===== src/design/qtas_pkg.sv =====
// Shared types, codes and helpers of the quadtree atlas slot allocator.
// No dependencies; every other design file imports this package.
`default_nettype none
package qtas_pkg;

    localparam int QUEUE_DEPTH = 2;
    localparam int DEF_ATLAS_SIDE = 4096;
    localparam int DEF_TABLE_ENTRIES = 4096;

    localparam logic [2:0] STAT_SOLID   = 3'd0;
    localparam logic [2:0] STAT_HIT     = 3'd1;
    localparam logic [2:0] STAT_PLACED  = 3'd2;
    localparam logic [2:0] STAT_BIG     = 3'd3;
    localparam logic [2:0] STAT_NOSPACE = 3'd4;
    localparam logic [2:0] STAT_RESET   = 3'd5;

    localparam logic [1:0] KIND_SOLID  = 2'd0;
    localparam logic [1:0] KIND_OUTFIT = 2'd2;

    localparam logic [2:0] CLS_TOP = 3'd4;

    // Classified request as it travels from the front to the back.
    typedef struct packed {
        logic        action;
        logic        atlas;
        logic        solid;
        logic        too_big;
        logic        outfit;
        logic [2:0]  cls;
        logic [63:0] key;
    } t_item;

    typedef struct packed {
        logic [2:0]  status;
        logic [11:0] slot_x;
        logic [11:0] slot_y;
        logic [2:0]  size_class;
        logic        space_warning;
    } t_result;

    // One key table entry; entries below the fill count are valid.
    typedef struct packed {
        logic        outfit;
        logic [63:0] key;
        logic [11:0] x;
        logic [11:0] y;
        logic [2:0]  cls;
    } t_entry;

    typedef enum logic [6:0] {
        S_IDLE  = 7'b0000001,
        S_LOOK  = 7'b0000010,
        S_CMP   = 7'b0000100,
        S_MISS  = 7'b0001000,
        S_SPLIT = 7'b0010000,
        S_POP   = 7'b0100000,
        S_DONE  = 7'b1000000
    } t_bstate;

    function automatic logic [11:0] class_side(input logic [2:0] c);
        return 12'd32 << c;
    endfunction

endpackage
`default_nettype wire


===== src/design/qtas_front.sv =====
// Front part: classifies requests and holds them in a short queue.
// Depends on qtas_pkg.
`default_nettype none
module qtas_front (
    input  wire logic           i_clk,
    input  wire logic           i_rst_n,
    input  wire logic           i_valid,
    output logic                o_ready,
    input  wire logic           i_action,
    input  wire logic           i_atlas_select,
    input  wire logic [1:0]     i_kind,
    input  wire logic [63:0]    i_key,
    input  wire logic [15:0]    i_width,
    input  wire logic [15:0]    i_height,
    output logic                o_q_valid,
    output qtas_pkg::t_item     o_q_item,
    input  wire logic           i_q_pop
);
    import qtas_pkg::*;

    logic [15:0] size;
    t_item       item;
    t_item       r_q [0:QUEUE_DEPTH-1];
    logic        r_wptr, r_rptr;
    logic [1:0]  r_count;
    logic        push;

    // Round the larger side up to a size class.
    always_comb begin
        size = (i_width > i_height) ? i_width : i_height;
        item.action  = i_action;
        item.atlas   = i_atlas_select;
        item.solid   = (i_kind == KIND_SOLID);
        item.outfit  = (i_kind == KIND_OUTFIT);
        item.key     = i_key;
        item.too_big = (size > 16'd512);
        if (size > 16'd256)      item.cls = 3'd4;
        else if (size > 16'd128) item.cls = 3'd3;
        else if (size > 16'd64)  item.cls = 3'd2;
        else if (size > 16'd32)  item.cls = 3'd1;
        else                     item.cls = 3'd0;
    end

    assign o_ready   = (r_count != 2'(QUEUE_DEPTH));
    assign push      = i_valid && o_ready;
    assign o_q_valid = (r_count != 2'd0);
    assign o_q_item  = r_q[r_rptr];

    always_ff @(posedge i_clk) begin
        if (push) begin
            r_q[r_wptr] <= item;
        end
    end

    always_ff @(posedge i_clk) begin
        if (!i_rst_n) begin
            r_wptr  <= 1'b0;
            r_rptr  <= 1'b0;
            r_count <= 2'd0;
        end else begin
            if (push)    r_wptr <= ~r_wptr;
            if (i_q_pop) r_rptr <= ~r_rptr;
            r_count <= r_count + 2'(push) - 2'(i_q_pop);
        end
    end

endmodule
`default_nettype wire


===== config.mk =====
export PLATFORM = sky130hd
export DESIGN_NAME = qtas_front
export DESIGN_NICKNAME = d
export VERILOG_FILES = /design/src/design/qtas_pkg.sv /design/src/design/qtas_front.sv
export SDC_FILE = /design/constraint.sdc
export NUM_CORES = 1
export LEC_CHECK = 0
export BUFFER_PORTS_ARGS = -buffer_cell sky130_fd_sc_hd__buf_2
export CAP_MARGIN = 20
export CORE_AREA = 10 10 128 130
export DETAILED_ROUTE_END_ITERATION = 8
export DIE_AREA = 0 0 138 140
export HOLD_SLACK_MARGIN = 0.15
export MAX_ROUTING_LAYER = met4
export PLACE_DENSITY = 0.78
export SLEW_MARGIN = 30
export SYNTH_ARGS = -nofsm -noshare
export SYNTH_HDL_FRONTEND = slang
export SYNTH_SLANG_ARGS = --single-unit

===== constraint.sdc =====
create_clock -name i_clk -period 7 [get_ports i_clk]
set_input_delay 0 -clock i_clk [delete_from_list [all_inputs] [get_ports i_clk]]
set_output_delay 0 -clock i_clk [all_outputs]
set_load 0.01 [all_outputs]

# --- Word level (Yosys, flattened, before mapping) ---
# Memory sizes are Yosys's and may differ from the RTL's. A register that Yosys moved wholly into a read port is not among the register bits.
# Index checks and enable logic that the tools add are counted.
word_totals:
  regBits: 4
  ram_bits: 144
  inputBits: 104
  output_inout_bits: 74
  mem_count: 1
classes:
  addsub: 2
  n_lt_le_gt_ge: 6
  eq_ne: 2
  muxes: 9
  bitwise: 2
  reduce_logical: 3
memory_table:
  columns: ["name", "words", "word_bits", "rd", "rd_clocked_by_memory_dff", "write_ports", "line_no", "source"]
  rows:
  - ["r_q", 2, 72, 1, 1, 1, "qtas_front.sv:23", "t_item r_q [0:QUEUE_DEPTH-1];"]
ops:
  columns: ["op", "n"]
  rows:
  - ["$gt A16 B10 Y1 const B", 1]
  - ["$gt A16 B16 Y1", 1]
  - ["$gt A16 B6 Y1 const B", 1]
  - ["$gt A16 B7 Y1 const B", 1]
  - ["$gt A16 B8 Y1 const B", 1]
  - ["$gt A16 B9 Y1 const B", 1]
  - ["$mux W16", 1]
  - ["$mux W1", 5]
  - ["$mux W2", 2]
  - ["$mux W3", 1]
  - ["$add A2 B1 Y2", 1]
  - ["$eq A2 B2 Y1 const B", 1]
  - ["$logic_not A2 Y1", 1]
  - ["$ne A2 B2 Y1 const B", 1]
  - ["$not A1 Y1", 2]
  - ["$reduce_bool A2 Y1", 1]
  - ["$sub A2 B1 Y2", 1]
  - ["$logic_and A1 B1 Y1", 1]

# --- Longest topological paths before layout ---
depth:
  word_depth: 7
  depth_mapped: 8
  ltp_nobuf: 8

# --- Worst setup path after synthesis ---
# No wires, ideal clock.
synth_timing:
  path_kind: "register to register"
  startpoint: "register r_count[0]"
  endpoint: "memory r_q[0][0] (netlist bit) (enable)"
  setup_time_ps: 504
  arrival_ps: 3644
  t_required_ps: 6496
  slack_ps: 2852
  path_stages_with_launch: 4
  path_buffers: 0
  synth_period_minus_slack_ps: 4148
  path_cell_list: "dfxtp_1 nand2b_1 nand2_1 nor2_1"
synth_between:
  elab_chain_cells: 4
synth_rtl:
  columns: ["element", "line_no", "source"]
  rows:
  - ["start, declared", "qtas_front.sv:25", "logic [1:0] r_count;"]
  - ["start signal, assigned", "qtas_front.sv:63", "r_count <= r_count + 2'(push) - 2'(i_q_pop);"]
  - ["$ne A2 B2 Y1", "qtas_front.sv:44", "assign o_ready = (r_count != 2'(QUEUE_DEPTH));"]
  - ["via o_ready", "qtas_front.sv:8", "output logic o_ready,"]
  - ["$logic_and A1 B1 Y1", "qtas_front.sv:45", "assign push = i_valid && o_ready;"]
  - ["$mux W1", "qtas_front.sv:50", "if (push) begin"]
  - ["$mux W1 (not written as such)", "qtas_front.sv:51", "r_q[r_wptr] <= item;"]
  - ["end, declared", "qtas_front.sv:23", null]
# The timed path passes the listed nets, and every way through them passes these cells.

==> flow_summary_export.csv <==
group,metric,value,unit
place,dp_hpwl,9680,µm
setup_path,cpLargestDelayFamily,"buffers and inverters",
clock_network,root_buffer,"sky130_fd_sc_hd__clkbuf_16",
setup_path,worstSetupEndpointType,"flip-flop",
clock_network,cts.path.max_buffers,2,
floorplan,coreArea,0.0138,mm²
synthesis,synth_warnings,0,
grt,grt_antenna_before_repair,0,
min_path,min-delay-path-class,"input pin to flip-flop",
detailed_routing,detail-route-antenna-nets,0,
synthesis,synth_flop_cell,"sky130_fd_sc_hd__edfxtp_1",
layout,finish.instance_area,0.00863,mm²
sta,unrepaired_setup_endpoints_after_global_routing,"no",
layout,post_route_cells_drive_above_1_share,0.469,
sta,setup_viol,0,
clock_network,cts.sinks,149,
detailed_routing,routed_via_density,4.91,
setup_path,critical_path_class,"input pin to flip-flop",
sta,fin_crit_sh,0.411,
setup_path,crit_arrival,3.03,ns
setup_path,max_stage_delay,0.56,ns
synthesis,postSynth.asyncResetShare,0,
power,ir_drop,160,µV
floorplan,die_w,138,µm
layout,fin_cells,810,
clock_network,cts_buffers,17,
setup_path,cp-start-kind,"input pin",
detailed_routing,number_of_drc_markers_after_the_initial_detailed_route_iteration,194,
sta,worst_clock_skew,0.00811,ns
layout,area_growth,42.1,%
place,placed_cells_incl_taps,696,
grt,globalRouteTotalUtil,0.147,
detailed_routing,first_pass_iters,4,
clock_network,cts.reportedPaths.clkPinSlew,0.06,ns
synthesis,post-synth-top-area-fraction,0.712,
setup_path,cpMostUsedCell,"sky130_fd_sc_hd__dlygate4sd3_1",
clock_network,cts.hold.buffers_added,79,
job,maxCapViolCount,0,
floorplan,num_io_pins,178,
sta,timing_hold_violations_final,0,
synthesis,synth.cell_area,0.00607,mm²
sta,final_max_slew_viol_count,0,
grt,grt_pass1_vias,4353,
synthesis,post-synth-top-area-cell,"sky130_fd_sc_hd__edfxtp_1",
floorplan,initial_utilization,0.441,
power,power-per-cell-area,289,mW/mm²
place,placed_cell_area,0.00718,mm²
sta,setup_slack,4.12,ns
outcome,run_status,"complete, no violations",
sta,slew_headroom,0.392,
setup_path,crit_path_slowest_cell,"sky130_fd_sc_hd__dlygate4sd3_1",
sta,fmaxAchievable,348,MHz
setup_path,crit_path_cell_trace,"dlygate4sd3_1, buf_2, inv_1, ha_1, nand4_1, a2111oi_0, nor4_1, nor2_1, mux2_4, dlygate4sd3_1",
grt,maximum_number_of_pins_on_one_net_before_global_route_repair,73,
setup_path,critical_path.n_buffers_inverters,4,
grt,grt_pass1_wl,22000,µm
floorplan,fp.dieArea,0.0193,mm²
sta,tightestPinTransition,0.910,ns
layout,nNetsFinal,738,
synthesis,synth_nets,468,
clock_network,ctsHtreeMaxLevel,4,
clock_network,clk_latency,0.41,ns
setup_path,cp_max_fo,4,
sta,final.hold.worst_slack,0.179,ns
floorplan,die_h,140,µm
power,p_leak,3.40,nW
synthesis,post_synth.cell_area_avg,17.5,µm²
synthesis,synth_seq_cells,149,
synthesis,synth_edf_count,144,
detailed_routing,postRouteWirelength,14600,µm
detailed_routing,detailroute.via_count,3978,
floorplan,placement_rows,43,
grt,gr-total-overflow,0,
synthesis,post_synth_num_cell_types,35,
place,detailedPlace.worstSlack,4.60,ns
clock_network,cts_setup_buffers,0,
place,gpl_wtd_cong,0.864,
synthesis,syn_inst,346,
clock_network,post_cts_resized,0,
sta,final.min_clock_period,2.88,ns
detailed_routing,detail_route.wl_per_cell,18.1,µm
synthesis,synth_sequential_area_ratio,0.729,
place,placement.io_buffers,177,
setup_path,required,7.15,ns
sta,setup_tns,0,ns
clock_network,tritoncts,"yes",
detailed_routing,drc_errors,0,
synthesis,cell_types_with_the_largest_area_share_after_synthesis,"sky130_fd_sc_hd__edfxtp_1, sky130_fd_sc_hd__mux2_2, sky130_fd_sc_hd__ha_1",
==> sequential cells by signal (all words and copies together) (netlist names), named ones only <==
signal / count
r_count: 2
r_q: 144
r_rptr: 1
r_wptr: 1
==> cell families after synthesis <==
kind of cell | count (synthesis) | synth area share
adders and majority gates | 18 | 0.0371
xor gates and xnor gates | 3 | 0.00433
DFF | 149 | 0.729
buffers and inverters | 27 | 0.0167
muxes | 77 | 0.143
AOI/OAI and AO/OA | 26 | 0.0270
and+or+nand+nor | 46 | 0.0431
==> worst register-to-register path, stage by stage, from the launching register on <==
cell and delay (ns):
sky130_fd_sc_hd__dfxtp_1 0.35, sky130_fd_sc_hd__nand2b_1 0.16, sky130_fd_sc_hd__nand2_1 0.13, sky130_fd_sc_hd__nor2_4 0.71, sky130_fd_sc_hd__buf_4 0.65
==> worst paths after layout <==
check / from / end / slack [ns] / depth (start not counted)
worst max-delay path: i_height[7] / r_q[1][68] / 4.12 / 10
worst min-delay path: i_height[5] / r_q[1][64] / 0.18 / 4
worst max register to register: r_count[0] / r_q[0][37] / 4.62 / 4
worst min register to register: r_rptr / r_rptr / 0.59 / 2
==> cell type report <==
cell class | instances | area, µm²
Fill cell | 988 | 5140
Sequential cell | 149 | 4430
Timing Repair Buffer | 259 | 1740
Multi-Input combinational cell | 170 | 1560
Clock buffer | 17 | 425
Tap cell | 180 | 225
Clock inverter | 15 | 180
Inverter | 19 | 71.3
Antenna cell | 1 | 2.50
==> layer usage <==
metal,track usage,vias to the layer above,wire [µm]
met5,-,-,0
li1,-,1883,-
met2,0.245,156,7340
met4,0.0483,0,193
met3,0.0524,15,972
met1,0.161,1924,6130
==> cell usage after synthesis (2+ instances only) <==
cell type	n
sky130_fd_sc_hd__edfxtp_1	144
sky130_fd_sc_hd__mux2_2	75
sky130_fd_sc_hd__inv_1	19
sky130_fd_sc_hd__ha_1	18
sky130_fd_sc_hd__a21oi_1	9
sky130_fd_sc_hd__clkbuf_1	8
sky130_fd_sc_hd__nand2_1	8
sky130_fd_sc_hd__nor2_1	7
sky130_fd_sc_hd__and2_1	5
sky130_fd_sc_hd__dfxtp_1	5
sky130_fd_sc_hd__nand4_1	5
sky130_fd_sc_hd__nor4_1	4
sky130_fd_sc_hd__o21ai_0	4
sky130_fd_sc_hd__or2_2	4
sky130_fd_sc_hd__a21o_1	3
sky130_fd_sc_hd__a31oi_1	3
sky130_fd_sc_hd__nor2b_1	3
sky130_fd_sc_hd__nand3_1	2
sky130_fd_sc_hd__or3_4	2
sky130_fd_sc_hd__or4_1	2
sky130_fd_sc_hd__xnor2_1	2
==> metrics by stage <==
stage,total power (W),utilization
CTS,0.00251,0.622
global route,0.00261,0.626
global placement,0.00155,0.521
finish,0.00250,0.627
floorplan,0.00139,-
detailed placement,0.00156,0.521
==> power breakdown <==
part / total [W] / switching, W / leakage (nW) / internal (W)
clock network: 0.000912 / 0.000349 / 0.294 / 0.000564
logic: 0.000435 / 0.000232 / 1.73 / 0.000203
registers: 0.00115 / 0.0000321 / 1.38 / 0.00112
==> cells in the final DEF, fill, tap and decap left out, types with 3 or more instances in the layout <==
| cell type | synthesis | layout |
|---|---|---|
| sky130_fd_sc_hd__buf_2 | 0 | 177 |
| sky130_fd_sc_hd__edfxtp_1 | 144 | 144 |
| sky130_fd_sc_hd__dlygate4sd3_1 | 0 | 79 |
| sky130_fd_sc_hd__mux2_2 | 75 | 75 |
| sky130_fd_sc_hd__inv_1 | 19 | 19 |
| sky130_fd_sc_hd__ha_1 | 18 | 18 |
| sky130_fd_sc_hd__clkbuf_16 | 0 | 17 |
| sky130_fd_sc_hd__a21oi_1 | 9 | 9 |
| sky130_fd_sc_hd__nand2_1 | 8 | 8 |
| sky130_fd_sc_hd__nor2_1 | 7 | 6 |
| sky130_fd_sc_hd__nand4_1 | 5 | 5 |
| sky130_fd_sc_hd__and2_1 | 5 | 5 |
| sky130_fd_sc_hd__or2_2 | 4 | 4 |
| sky130_fd_sc_hd__nor4_1 | 4 | 4 |
| sky130_fd_sc_hd__o21ai_0 | 4 | 4 |
| sky130_fd_sc_hd__clkinv_4 | 0 | 4 |
| sky130_fd_sc_hd__dfxtp_1 | 5 | 4 |
| sky130_fd_sc_hd__a21o_1 | 3 | 3 |
| sky130_fd_sc_hd__nor2b_1 | 3 | 3 |
| sky130_fd_sc_hd__a31oi_1 | 3 | 3 |
| sky130_fd_sc_hd__clkinv_1 | 0 | 3 |
| sky130_fd_sc_hd__bufinv_16 | 0 | 3 |
Power figures use the tool's default switching activity.
